## src/assert_macros.svh

```systemverilog
// assertion helpers for the rtl
`ifndef ASSERT_MACROS_SVH
`define ASSERT_MACROS_SVH

`ifndef NO_ASSERTIONS

`define SKMF_ASSERT(lbl, clk, rst_n, prop) \
    lbl: assert property (@(posedge clk) disable iff (!rst_n) (prop)) \
        else $error("assertion failed");

`define SKMF_ASSERT_MSG(lbl, clk, rst_n, prop, msg) \
    lbl: assert property (@(posedge clk) disable iff (!rst_n) (prop)) \
        else $error(msg);

`else

`define SKMF_ASSERT(lbl, clk, rst_n, prop)

`define SKMF_ASSERT_MSG(lbl, clk, rst_n, prop, msg)

`endif

`endif

```

## src/skmf_pkg.sv

```systemverilog
package skmf_pkg;

    localparam int CHAN_W           = 8;
    localparam int CFG_W            = 8;
    localparam int APB_DATA_W       = 32;
    localparam int APB_ADDR_W       = 5;
    localparam int MAX_FRAME_PIXELS = 4194304;
    localparam int CNT_W            = $clog2(MAX_FRAME_PIXELS + 1);
    localparam int TOTAL_W          = 23;

    typedef enum logic [2:0] {
        REG_LUMA_THR = 3'd0,
        REG_CR_LOWER = 3'd1,
        REG_CR_UPPER = 3'd2,
        REG_CB_LOWER = 3'd3,
        REG_CB_UPPER = 3'd4
    } reg_idx_t;

    localparam logic [CFG_W-1:0] LUMA_THR_RST = 8'd110;
    localparam logic [CFG_W-1:0] CR_LOWER_RST = 8'd80;
    localparam logic [CFG_W-1:0] CR_UPPER_RST = 8'd130;
    localparam logic [CFG_W-1:0] CB_LOWER_RST = 8'd145;
    localparam logic [CFG_W-1:0] CB_UPPER_RST = 8'd180;

    typedef struct packed {
        logic [CFG_W-1:0] luma_threshold;
        logic [CFG_W-1:0] cr_lower;
        logic [CFG_W-1:0] cr_upper;
        logic [CFG_W-1:0] cb_lower;
        logic [CFG_W-1:0] cb_upper;
    } skmf_cfg_t;

    typedef struct packed {
        logic [CHAN_W-1:0] chan_first;
        logic [CHAN_W-1:0] chan_second;
        logic [CHAN_W-1:0] chan_third;
        logic              frame_last;
    } skmf_pix_t;

endpackage

```

## src/skmf_if.sv

```systemverilog
interface skmf_pix_if;
    logic                         valid;
    logic                         ready;
    logic [skmf_pkg::CHAN_W-1:0]  chan_first;
    logic [skmf_pkg::CHAN_W-1:0]  chan_second;
    logic [skmf_pkg::CHAN_W-1:0]  chan_third;
    logic                         frame_last;

    modport source (
        output valid, chan_first, chan_second, chan_third, frame_last,
        input  ready
    );
    modport sink (
        input  valid, chan_first, chan_second, chan_third, frame_last,
        output ready
    );
endinterface

interface skmf_res_if;
    logic                         valid;
    logic                         ready;
    logic                         skin_pixel;
    logic                         frame_end;
    logic                         face_found;
    logic [skmf_pkg::TOTAL_W-1:0] skin_total;

    modport source (
        output valid, skin_pixel, frame_end, face_found, skin_total,
        input  ready
    );
    modport sink (
        input  valid, skin_pixel, frame_end, face_found, skin_total,
        output ready
    );
endinterface

```

## src/skmf_regs.sv

```systemverilog
module skmf_regs (
    input  logic                                clk,
    input  logic                                rst_n,
    input  logic                                psel,
    input  logic                                penable,
    input  logic                                pwrite,
    input  logic [skmf_pkg::APB_ADDR_W-1:0]     paddr,
    input  logic [skmf_pkg::APB_DATA_W-1:0]     pwdata,
    output logic [skmf_pkg::APB_DATA_W-1:0]     prdata,
    output logic                                pready,
    output skmf_pkg::skmf_cfg_t                 cfg
);
    import skmf_pkg::*;

    skmf_cfg_t        cfg_reg;
    skmf_cfg_t        cfg_next;
    logic             wr_en;
    reg_idx_t         idx;
    logic [CFG_W-1:0] rd_val;

    assign pready = 1'b1;
    assign wr_en  = psel && penable && pwrite;
    assign idx    = reg_idx_t'(paddr[APB_ADDR_W-1:2]);
    assign cfg    = cfg_reg;

    always_comb
    begin
        cfg_next = cfg_reg;
        if (wr_en)
        begin
            unique case (idx)
                REG_LUMA_THR: cfg_next.luma_threshold = pwdata[CFG_W-1:0];
                REG_CR_LOWER: cfg_next.cr_lower       = pwdata[CFG_W-1:0];
                REG_CR_UPPER: cfg_next.cr_upper       = pwdata[CFG_W-1:0];
                REG_CB_LOWER: cfg_next.cb_lower       = pwdata[CFG_W-1:0];
                REG_CB_UPPER: cfg_next.cb_upper       = pwdata[CFG_W-1:0];
                default:      cfg_next = cfg_reg;
            endcase
        end
    end

    always_comb
    begin
        unique case (idx)
            REG_LUMA_THR: rd_val = cfg_reg.luma_threshold;
            REG_CR_LOWER: rd_val = cfg_reg.cr_lower;
            REG_CR_UPPER: rd_val = cfg_reg.cr_upper;
            REG_CB_LOWER: rd_val = cfg_reg.cb_lower;
            REG_CB_UPPER: rd_val = cfg_reg.cb_upper;
            default:      rd_val = '0;
        endcase
    end

    assign prdata = APB_DATA_W'(rd_val);

    always_ff @(posedge clk or negedge rst_n)
    begin
        if (!rst_n)
        begin
            cfg_reg.luma_threshold <= LUMA_THR_RST;
            cfg_reg.cr_lower       <= CR_LOWER_RST;
            cfg_reg.cr_upper       <= CR_UPPER_RST;
            cfg_reg.cb_lower       <= CB_LOWER_RST;
            cfg_reg.cb_upper       <= CB_UPPER_RST;
        end
        else
        begin
            cfg_reg <= cfg_next;
        end
    end

endmodule

```

## src/skmf_classify.sv

```systemverilog
module skmf_classify (
    input  skmf_pkg::skmf_pix_t pix,
    input  skmf_pkg::skmf_cfg_t cfg,
    output logic                skin
);
    import skmf_pkg::*;

    localparam int NUM_W = 12;

    // ten times a bound, compared against the undivided numerator
    function automatic logic [NUM_W-1:0] times_ten(input logic [CFG_W:0] v);
        times_ten = NUM_W'(v) * NUM_W'(10);
    endfunction

    logic [NUM_W-1:0] a;
    logic [NUM_W-1:0] b;
    logic [NUM_W-1:0] c;
    logic [NUM_W-1:0] y_num;
    logic [NUM_W-1:0] cr_num;
    logic [NUM_W-1:0] cb_num;
    logic             y_ok;
    logic             cr_ok;
    logic             cb_ok;

    assign a = NUM_W'(pix.chan_first);
    assign b = NUM_W'(pix.chan_second);
    assign c = NUM_W'(pix.chan_third);

    // numerators stay in 0..2555, so modulo arithmetic is exact
    assign y_num  = NUM_W'(3) * a + NUM_W'(6) * b + c;
    assign cr_num = NUM_W'(1280) + NUM_W'(5) * a - NUM_W'(4) * b - c;
    assign cb_num = NUM_W'(1280) + NUM_W'(5) * c - NUM_W'(2) * a - NUM_W'(3) * b;

    // floor(n/10) > t  <=>  n >= 10(t+1);  floor(n/10) < t  <=>  n < 10t
    assign y_ok  = y_num >= times_ten({1'b0, cfg.luma_threshold} + 1'b1);
    assign cr_ok = (cr_num >= times_ten({1'b0, cfg.cr_lower} + 1'b1))
                && (cr_num <  times_ten({1'b0, cfg.cr_upper}));
    assign cb_ok = (cb_num >= times_ten({1'b0, cfg.cb_lower} + 1'b1))
                && (cb_num <  times_ten({1'b0, cfg.cb_upper}));

    assign skin = y_ok && cr_ok && cb_ok;

endmodule

```

## src/skmf_frame_acc.sv

```systemverilog
module skmf_frame_acc (
    input  logic              clk,
    input  logic              rst_n,
    input  logic              in_valid,
    input  logic              skin,
    input  logic              last,
    output logic              take,
    skmf_res_if.source        res
);
    import skmf_pkg::*;

    `include "assert_macros.svh"

    localparam int FACE_W = CNT_W + 4;

    logic [CNT_W-1:0]   pix_cnt_reg;
    logic [CNT_W-1:0]   pix_cnt_next;
    logic [CNT_W-1:0]   skin_cnt_reg;
    logic [CNT_W-1:0]   skin_cnt_next;
    logic [CNT_W-1:0]   pix_inc;
    logic [CNT_W-1:0]   skin_inc;
    logic [FACE_W-1:0]  skin_x10;
    logic               face;
    logic               res_valid_reg;
    logic               res_valid_next;
    logic               skin_pixel_reg;
    logic               frame_end_reg;
    logic               face_found_reg;
    logic [TOTAL_W-1:0] skin_total_reg;

    assign take = in_valid && (!res_valid_reg || res.ready);

    // saturating counts with this transaction included
    assign pix_inc  = (pix_cnt_reg < CNT_W'(MAX_FRAME_PIXELS))
                    ? pix_cnt_reg + 1'b1 : pix_cnt_reg;
    assign skin_inc = (skin && (skin_cnt_reg < CNT_W'(MAX_FRAME_PIXELS)))
                    ? skin_cnt_reg + 1'b1 : skin_cnt_reg;
    assign skin_x10 = FACE_W'(skin_inc) * FACE_W'(10);
    assign face     = last && (skin_x10 >= FACE_W'(pix_inc));

    always_comb
    begin
        pix_cnt_next  = pix_cnt_reg;
        skin_cnt_next = skin_cnt_reg;
        if (take)
        begin
            pix_cnt_next  = last ? '0 : pix_inc;
            skin_cnt_next = last ? '0 : skin_inc;
        end
    end

    always_comb
    begin
        if (take)
            res_valid_next = 1'b1;
        else if (res.ready)
            res_valid_next = 1'b0;
        else
            res_valid_next = res_valid_reg;
    end

    always_ff @(posedge clk or negedge rst_n)
    begin
        if (!rst_n)
        begin
            pix_cnt_reg   <= '0;
            skin_cnt_reg  <= '0;
            res_valid_reg <= 1'b0;
        end
        else
        begin
            pix_cnt_reg   <= pix_cnt_next;
            skin_cnt_reg  <= skin_cnt_next;
            res_valid_reg <= res_valid_next;
        end
    end

    always_ff @(posedge clk)
    begin
        if (take)
        begin
            skin_pixel_reg <= skin;
            frame_end_reg  <= last;
            face_found_reg <= face;
            skin_total_reg <= TOTAL_W'(skin_inc);
        end
    end

    assign res.valid      = res_valid_reg;
    assign res.skin_pixel = skin_pixel_reg;
    assign res.frame_end  = frame_end_reg;
    assign res.face_found = face_found_reg;
    assign res.skin_total = skin_total_reg;

    `SKMF_ASSERT(a_pix_cnt_sat, clk, rst_n, pix_cnt_reg <= CNT_W'(MAX_FRAME_PIXELS))
    `SKMF_ASSERT(a_skin_le_pix, clk, rst_n, skin_cnt_reg <= pix_cnt_reg)
    `SKMF_ASSERT_MSG(a_frame_clear, clk, rst_n, (take && last) |=> (pix_cnt_reg == '0 && skin_cnt_reg == '0), "counters not cleared at frame end")
    `SKMF_ASSERT_MSG(a_face_at_end, clk, rst_n, (res_valid_reg && face_found_reg) |-> frame_end_reg, "face flag outside frame end")

endmodule

```

## src/skin_mask_face_presence_unit.sv

```systemverilog
// channel  dir  protocol      payload
// pix      in   valid/ready   chan_first, chan_second, chan_third, frame_last
// res      out  valid/ready   skin_pixel, frame_end, face_found, skin_total
// apb      in   apb write/rd  five 8-bit threshold registers at 4*index
//
// one pixel per clock sustained while res.ready holds; the result register follows the input register
// input register, then classify and count logic, then result register
// a stalled result keeps one more pixel in the input register
// rst_n clears control, counters and thresholds to defaults; no clearing pass
module skin_mask_face_presence_unit (
    input  logic                                clk,
    input  logic                                rst_n,
    input  logic                                psel,
    input  logic                                penable,
    input  logic                                pwrite,
    input  logic [skmf_pkg::APB_ADDR_W-1:0]     paddr,
    input  logic [skmf_pkg::APB_DATA_W-1:0]     pwdata,
    output logic [skmf_pkg::APB_DATA_W-1:0]     prdata,
    output logic                                pready,
    skmf_pix_if.sink                            pix,
    skmf_res_if.source                          res
);
    import skmf_pkg::*;

    skmf_cfg_t cfg;
    skmf_pix_t pix_reg;
    logic      pix_valid_reg;
    logic      pix_valid_next;
    logic      take;
    logic      skin;
    logic      accept;

    skmf_regs u_regs (
        .clk     (clk),
        .rst_n   (rst_n),
        .psel    (psel),
        .penable (penable),
        .pwrite  (pwrite),
        .paddr   (paddr),
        .pwdata  (pwdata),
        .prdata  (prdata),
        .pready  (pready),
        .cfg     (cfg)
    );

    assign pix.ready      = !pix_valid_reg || take;
    assign accept         = pix.valid && pix.ready;
    assign pix_valid_next = pix.ready ? pix.valid : pix_valid_reg;

    always_ff @(posedge clk or negedge rst_n)
    begin
        if (!rst_n)
            pix_valid_reg <= 1'b0;
        else
            pix_valid_reg <= pix_valid_next;
    end

    always_ff @(posedge clk)
    begin
        if (accept)
        begin
            pix_reg.chan_first  <= pix.chan_first;
            pix_reg.chan_second <= pix.chan_second;
            pix_reg.chan_third  <= pix.chan_third;
            pix_reg.frame_last  <= pix.frame_last;
        end
    end

    skmf_classify u_classify (
        .pix  (pix_reg),
        .cfg  (cfg),
        .skin (skin)
    );

    skmf_frame_acc u_frame_acc (
        .clk      (clk),
        .rst_n    (rst_n),
        .in_valid (pix_valid_reg),
        .skin     (skin),
        .last     (pix_reg.frame_last),
        .take     (take),
        .res      (res)
    );

endmodule
```

## src/flat_wrapper.sv

```systemverilog
// flat-port wrapper written by rule: the top's interface ports become plain ports
module skin_mask_face_presence_unit_flat import skmf_pkg::*;
  (clk, rst_n, psel, penable, pwrite, paddr, pwdata, prdata, pready, pix_valid, pix_chan_first, pix_chan_second, pix_chan_third, pix_frame_last, pix_ready, res_valid, res_skin_pixel, res_frame_end, res_face_found, res_skin_total, res_ready);
  skmf_pix_if pix_i ();
  skmf_res_if res_i ();
  input  logic clk;
  input  logic rst_n;
  input  logic psel;
  input  logic penable;
  input  logic pwrite;
  input  logic [skmf_pkg::APB_ADDR_W-1:0] paddr;
  input  logic [skmf_pkg::APB_DATA_W-1:0] pwdata;
  output logic [skmf_pkg::APB_DATA_W-1:0] prdata;
  output logic pready;
  input wire logic [$bits(pix_i.valid)-1:0] pix_valid;
  input wire logic [$bits(pix_i.chan_first)-1:0] pix_chan_first;
  input wire logic [$bits(pix_i.chan_second)-1:0] pix_chan_second;
  input wire logic [$bits(pix_i.chan_third)-1:0] pix_chan_third;
  input wire logic [$bits(pix_i.frame_last)-1:0] pix_frame_last;
  output wire logic [$bits(pix_i.ready)-1:0] pix_ready;
  output wire logic [$bits(res_i.valid)-1:0] res_valid;
  output wire logic [$bits(res_i.skin_pixel)-1:0] res_skin_pixel;
  output wire logic [$bits(res_i.frame_end)-1:0] res_frame_end;
  output wire logic [$bits(res_i.face_found)-1:0] res_face_found;
  output wire logic [$bits(res_i.skin_total)-1:0] res_skin_total;
  input wire logic [$bits(res_i.ready)-1:0] res_ready;
  assign pix_i.valid = pix_valid;
  assign pix_i.chan_first = pix_chan_first;
  assign pix_i.chan_second = pix_chan_second;
  assign pix_i.chan_third = pix_chan_third;
  assign pix_i.frame_last = pix_frame_last;
  assign pix_ready = pix_i.ready;
  assign res_valid = res_i.valid;
  assign res_skin_pixel = res_i.skin_pixel;
  assign res_frame_end = res_i.frame_end;
  assign res_face_found = res_i.face_found;
  assign res_skin_total = res_i.skin_total;
  assign res_i.ready = res_ready;
  skin_mask_face_presence_unit u_core (.clk(clk), .rst_n(rst_n), .psel(psel), .penable(penable), .pwrite(pwrite), .paddr(paddr), .pwdata(pwdata), .prdata(prdata), .pready(pready), .pix(pix_i), .res(res_i));
endmodule
```

## config.mk

```make
export PLATFORM = sky130hd
export DESIGN_NAME = skin_mask_face_presence_unit_flat
export DESIGN_NICKNAME = d
export VERILOG_FILES = /design/src/skmf_pkg.sv /design/src/skmf_if.sv /design/src/skmf_regs.sv /design/src/skmf_classify.sv /design/src/skmf_frame_acc.sv /design/src/skin_mask_face_presence_unit.sv /design/src/flat_wrapper.sv
export VERILOG_INCLUDE_DIRS = /design/src /design/src/src
export SDC_FILE = /design/constraint.sdc
export NUM_CORES = 1
export LEC_CHECK = 0
export BUFFER_PORTS_ARGS = -buffer_cell sky130_fd_sc_hd__buf_2
export CORE_AREA = 5 5 161 178
export CTS_CLUSTER_SIZE = 30
export DETAILED_ROUTE_END_ITERATION = 8
export DIE_AREA = 0 0 166 183
export GPL_ROUTABILITY_DRIVEN = 0
export PLACE_DENSITY = 0.78
export RECOVER_POWER = 25
export REMOVE_ABC_BUFFERS = 1
export SLEW_MARGIN = 20
export SYNTH_ARGS = -nofsm -noshare
export SYNTH_HDL_FRONTEND = slang
export SYNTH_HIERARCHICAL = 1
export SYNTH_SLANG_ARGS = --single-unit
export TNS_END_PERCENT = 10
```

## constraint.sdc

```tcl
create_clock -name clk -period 8.9 [get_ports clk]
set_input_delay 0.445 -clock clk [delete_from_list [all_inputs] [get_ports clk]]
set_output_delay 0.445 -clock clk [all_outputs]
set_load 0.005 [all_outputs]
```

# Yosys cells after proc, flatten, opt, wreduce, memory -nomap -nowiden
# Index checks and enable logic that the tools add are counted.
# Widths: inputs -> output; s select.
[totals]
ff_bits = 139
in_bits = 69
output_inout_bits = 61
word_cells = 81
[classes]
n_addsub = 13
mul = 11
magnitude_cmp = 8
eq_ne = 4
muxes = 7
reduce_logical = 21
[ops]
columns = ["cell", "count"]
rows = [
  ["$mux 23", 4],
  ["$add 23x1->23 const B", 2],
  ["$lt 23x23->1 const B", 2],
  ["$pmux 8 s5", 1],
  ["$ge 12x12->1", 3],
  ["$mul 9x3->11 const B", 3],
  ["$mul 2x8->10 const A", 3],
  ["$add 8x1->9 const B", 3],
  ["$ge 27x23->1", 1],
  ["$mul 23x3->26 const B", 1],
  ["$add 11x11->12 const A", 2],
  ["$lt 12x12->1", 2],
  ["$sub 12x10->12", 2],
  ["$mul 3x8->11 const A", 2],
  ["$mul 8x3->11 const B", 2],
  ["$add 12x11->12", 1],
  ["$add 12x8->12", 1],
  ["$sub 12x8->12", 1],
  ["$sub 12x9->12", 1],
  ["$logic_and 1x1->1", 10],
  ["$reduce_and 2->1", 5],
  ["$eq 3x2->1 const B", 2],
  ["$eq 3x1->1 const B", 1],
  ["$eq 3x3->1 const B", 1],
  ["5 further kinds", 8],
]

# Depth between registers and ports, before layout
[depth]
word_depth = 13
mapped_depth = 47
ltp_nobuf = 46

# Modules after synthesis
# The synthesis kept the hierarchy.
[by_module_without_submodules]
columns = ["module", "n_inst", "cells_each", "area_per_inst_um2", "seq_area_each_um2"]
rows = [
  ["skmf_classify", 1, 713, 6226.0, 0.0],
  ["skmf_frame_acc", 1, 600, 5505.3, 1956.9],
  ["skmf_regs", 1, 160, 2127.0, 1021.0],
  ["skin_mask_face_presence_unit", 1, 29, 804.5, 775.7],
]

# Least setup slack after synthesis
# OpenSTA, ideal clock, no wires.
[synth_path]
path_type = "flip-flop to flip-flop"
start = "register u_core/pix_reg[16] (netlist name)"
end = "register u_core.u_frame_acc.face_found_reg (netlist: u_core/u_frame_acc/res.face_found), data pin"
setup_time_ns = 0.264
arrival_time_ns = 9.365
required_time_ns = 8.636
path_slack_ns = -0.729
stages_incl_launch_ff = 42
n_path_buf = 1
period_less_slack_ns = 9.629
cell_sequence = "edfxtp_1 inv_1 fa_1 fa_1 inv_1 fa_1 inv_1 ha_1 ha_1 or2_1 a21oi_1 a21oi_2 or4_1 and3_1 ha_1 nand4_1 o22ai_1 nor3_1 [6 not listed] nand3_1 xor2_1 inv_1 ha_1 ha_1 o21ai_0 nor2_1 a2111oi_0 nor2_1 or2_2 a21oi_1 xnor2_1 ha_1 and4_1 nor3b_1 a211oi_1 o211ai_1 o41a_1"
[synth_via]
elab_chain_len = 11
word_cells_on_any_way = 21
classes_between = "add/sub (5); mul (3); order compare (6); mux (1); reduce/logical (6)"
[synth_rtl]
columns = ["item", "line_no", "rtl"]
rows = [
  ["from (decl)", "skin_mask_face_presence_unit.sv:26", "skmf_pix_t pix_reg;"],
  ["$mul 2x8->10 or $sub 12x10->12 (tied branches)", "skmf_classify.sv:30, skmf_classify.sv:32, skmf_classify.sv:31", ""],
  ["$add 12x11->12 or $sub 12x8->12 (tied branches)", "skmf_classify.sv:30, skmf_classify.sv:31", ""],
  ["$add 12x8->12 (tied with other cells)", "skmf_classify.sv:30", "assign y_num = NUM_W'(3) * a + NUM_W'(6) * b + c;"],
  ["$ge 12x12->1 or $logic_and 1x1->1 (tied branches)", "skmf_classify.sv:35, skmf_classify.sv:37", ""],
  ["$logic_and 1x1->1", "skmf_classify.sv:41", "assign skin = y_ok && cr_ok && cb_ok;"],
  ["$logic_and 1x1->1 *", "skmf_classify.sv:41", ""],
  ["via u_core.skin", "skin_mask_face_presence_unit.sv:30", "logic skin;"],
  ["$logic_and 1x1->1 *", "skmf_frame_acc.sv:36", "assign skin_inc = (skin && (skin_cnt_reg < CNT_W'(MAX_FRAME_PIXELS)))"],
  ["$mux 23 *", "skmf_frame_acc.sv:37", "? skin_cnt_reg + 1'b1 : skin_cnt_reg;"],
  ["via u_core.u_frame_acc.skin_inc[9]", "skmf_frame_acc.sv:21", "logic [CNT_W-1:0] skin_inc;"],
  ["$mul 23x3->26 *", "skmf_frame_acc.sv:38", "assign skin_x10 = FACE_W'(skin_inc) * FACE_W'(10);"],
  ["$ge 27x23->1 *", "skmf_frame_acc.sv:39", "assign face = last && (skin_x10 >= FACE_W'(pix_inc));"],
  ["$logic_and 1x1->1 *", "skmf_frame_acc.sv:39", ""],
  ["via u_core.u_frame_acc.face", "skmf_frame_acc.sv:23", "logic face;"],
  ["to (signal assigned)", "skmf_frame_acc.sv:84", "face_found_reg <= face;"],
  ["to (decl)", "skmf_frame_acc.sv:28", "logic face_found_reg;"],
]
# The timed path passes the listed nets; every way through them passes the cells marked *.
# A chain may end at the register's enable or synchronous reset.

# Worst setup path after layout
[layout_path]
start = "register u_core/pix_reg[3] (netlist name)"
end = "register u_core.u_frame_acc.face_found_reg (netlist: u_core/u_frame_acc/res.face_found), data pin"
[layout_via]
elab_chain_len = 12
word_cells_on_any_way = 20
classes_between = "add/sub (5); mul (2); order compare (6); mux (1); reduce/logical (6)"
[layout_rtl]
columns = ["item", "line_no", "rtl"]
rows = [
  ["$mul 3x8->11", "skmf_classify.sv:32", "assign cb_num = NUM_W'(1280) + NUM_W'(5) * c - NUM_W'(2) * a - NUM_W'(3) * b;"],
  ["$add 11x11->12", "skmf_classify.sv:32", ""],
  ["$sub 12x9->12", "skmf_classify.sv:32", ""],
  ["$sub 12x10->12", "skmf_classify.sv:32", ""],
  ["$ge 12x12->1 or $lt 12x12->1 (tied branches)", "skmf_classify.sv:38, skmf_classify.sv:39", ""],
  ["$logic_and 1x1->1", "skmf_classify.sv:39", "&& (cb_num < times_ten({1'b0, cfg.cb_upper}));"],
  ["$logic_and 1x1->1 *", "skmf_classify.sv:41", ""],
  ["via u_core.skin", "skin_mask_face_presence_unit.sv:30", ""],
  ["$logic_and 1x1->1 *", "skmf_frame_acc.sv:36", ""],
  ["$mux 23 *", "skmf_frame_acc.sv:37", ""],
  ["via u_core.u_frame_acc.skin_inc[11]", "skmf_frame_acc.sv:21", ""],
  ["$mul 23x3->26 *", "skmf_frame_acc.sv:38", ""],
  ["$ge 27x23->1 *", "skmf_frame_acc.sv:39", ""],
  ["$logic_and 1x1->1 *", "skmf_frame_acc.sv:39", ""],
  ["via u_core.u_frame_acc.face", "skmf_frame_acc.sv:23", ""],
]
# Marks and branches as above.

==> metrics <==
violated checks capacitance limit, slew limit, setup timing; fin nets between 2k and 2.5k; Port-buffer cells 78; clk sinks roughly 140; vias per std cell 5.78; Distinct cells, synth 79; top cell type's share of synthesized area 21.8%; Pre-Repair DR Iteration Count 5; Critical-path top delay cell fa_1; final worst slack -0.878 ns; total global-route track usage between 20% and 30%; DR WL met3 1650 um; status complete, but fails checks; clk_lat worst skew between 0.4 and 0.5 ns; Root Driver clkbuf_16; CP max FO 4; total negative slack -1.30 ns; synthesized flop and latch total 139; DRC errors left 0; worst slew pin tran between 1.5 and 2 ns; Placed Instances 2092; Setup violations, final 2; DR WL met2 21400 um; max reg flops 40; CTS clk-pin slew, worst paths around 0.07 ns; CP Data Required Time 9.09 ns; Ys Warns 6; P&R area growth vs syn 23.9%; leading area contributor after synthesis ha_1; Max Used Layer met4; Slew HR -9.85%; core footprint 26700 um2; Tmin final 9.78 ns; RSZ-0062 raised after global routing yes; drt wl/cell 18.6 um; maximum vdd ir drop between 0.15 and 0.2 mV; wl on met1 approximately 15000 um; CP dominant cell by count inv_2; die width 166 um; Fmax 0.102 GHz; final worst clock skew around 0.011 ns; fin. max-slew vios 32; critical path class flop to flop; Num CTS Buffers 17; number of flops mapped to enable cells by yosys 51; syn_area_per_cell a little under 10 um2; DRT iter0 DRCs 696; CP endpoint kind flop; CTS tree yes; Hold Crit Class primary input to flop; Synth area leaders ha_1 22%, dfrtp_1 12%, edfxtp_1 10%; Lkg Pwr 8.93 nW; Syn Std Cell Area 14700 um2; largest net degree at the start of global routing 69; Worst setup SP type flop; grt total ovfl 0; critical path arrival 9.96 ns; prevailing post-synth register cell dfrtp_1; hpwl dp 29500 um; Post-synth top cells 256 x ha_1, 132 x inv_1, 84 x nor2_1, 83 x xnor2_1, 81 x nand2_1; worst stage delay on the critical path 0.57 ns; die height 183 um; H-tree Lvls 4; # diodes 0; Routed WL a little over 40000 um; PD cells 247 nW/um2; die footprint approximately 30000 um2; final std cells w/o fill 2167; initial antenna violation count 0; cell count after synthesis 1502; I/O Pins 130; final core utilization 68.0%; max-cap violation count 1; Initial Util 54.9%; first-pass GRT wire length 63100 um; number of global-route vias before repair 13.1k; share of synthesized registers carrying an async set or reset 63.3%; sequential-to-total area share from yosys stat 25.6%; Detail Route Antenna Nets 0; CTS max path bufs 2; crit share post-route 110%; Row Count between 60 and 70; Final Hold Viols 0; most common cell in the synthesized netlist ha_1; share of post-route cells with drive strength above 1 27.7%; DR vias ~13k
through the flow:
step	area, um2	power (mW)	hold slack, ns	setup WS [ns]
floorplan	14400	2.57	0.149	-0.715
global placement	16700	3.39	0.366	-0.614
detailed placement	16700	3.51	0.364	-0.920
CTS	17800	4.35	0.163	-0.332
global route	18200	4.88	0.164	-1.26
finish	18200	4.49	0.180	-0.878
worst max-delay path, delay by kind of cell, from the launching register on:
family                     cells  cell delay, ns
and+or+nand+nor               14            2.52
buffers and inverters          9            0.97
AOI/OAI and AO/OA             12            2.32
DFF                            1            0.41
xor gates and xnor gates       3            0.47
adders and majority gates      8            2.81
final timing paths:
kind	cells after the start	end	startpoint	slack [ns]
min	1	u_core/pix_reg[17]	pix_chan_first[0]	0.18
max in group asynchronous	3	u_core/u_regs/cfg[24]	rst_n	6.52
max reg2reg	46	u_core/u_frame_acc/res.face_found	u_core/pix_reg[3]	-0.88
min in group asynchronous	2	u_core/u_frame_acc/skin_cnt_reg[12]	rst_n	0.84
max	46	u_core/u_frame_acc/res.face_found	u_core/pix_reg[3]	-0.88
min reg2reg	2	u_core/u_frame_acc/res.valid	u_core/u_frame_acc/res.valid	0.52
metal layers:
layer  vias to the layer above  track usage (%)
met5                         -                0
met4                         0             12.8
met3                       148             3.69
met2                       401             47.9
met1                      6114             27.5
li1                       5865                -
report_power, final:
group | total [mW] | switching, mW | internal, mW
Combinational | 2.93 | 1.51 | 1.42
Clock | 0.733 | 0.287 | 0.447
Sequential | 0.829 | 0.0811 | 0.747
cell families (layout without fill, tap and decap cells):
group                    after synthesis  after routing  synth area share (%)
AND/OR/NAND/NOR                      364            364                  13.0
adder cells (fa/ha/maj)              314            314                  29.8
AO/OA/AOI/OAI                        280            280                  12.2
buffers and inverters                195            480                  5.96
XOR/XNOR                             142            142                  8.48
flip-flops                           139            139                  25.6
multiplexers                          66             66                  4.92
other                                  2             25                0.0512
cell usage in the layout, fill, tap and decap left out, types with 55 or more instances in the layout:
cell,count
fa_1,55
xor2_1,56
inv_1,123
dfrtp_1,72
a21oi_1,67
buf_2,68
buf_4,217
ha_1,241
xnor2_1,73
nor2_1,78
nand2_1,79
layout make-up:
cell class	count	area, um2
clock buffers	23	490
fillers	1874	8550
repair buffers	314	2210
well taps	357	447
clock inverters	9	108
inverters	134	503
flip-flops and latches	139	3750
multi-input cells	1191	10700
timing repair:
item	in CTS	in global routing
hold buffers	1	0
pin swaps	51	45
hold endpoints to repair	20	0
buffers inserted	37	7
setup endpoints to repair	1	2
gates resized for setup	56	68
Note: power is estimated with default switching activity, not from simulation.
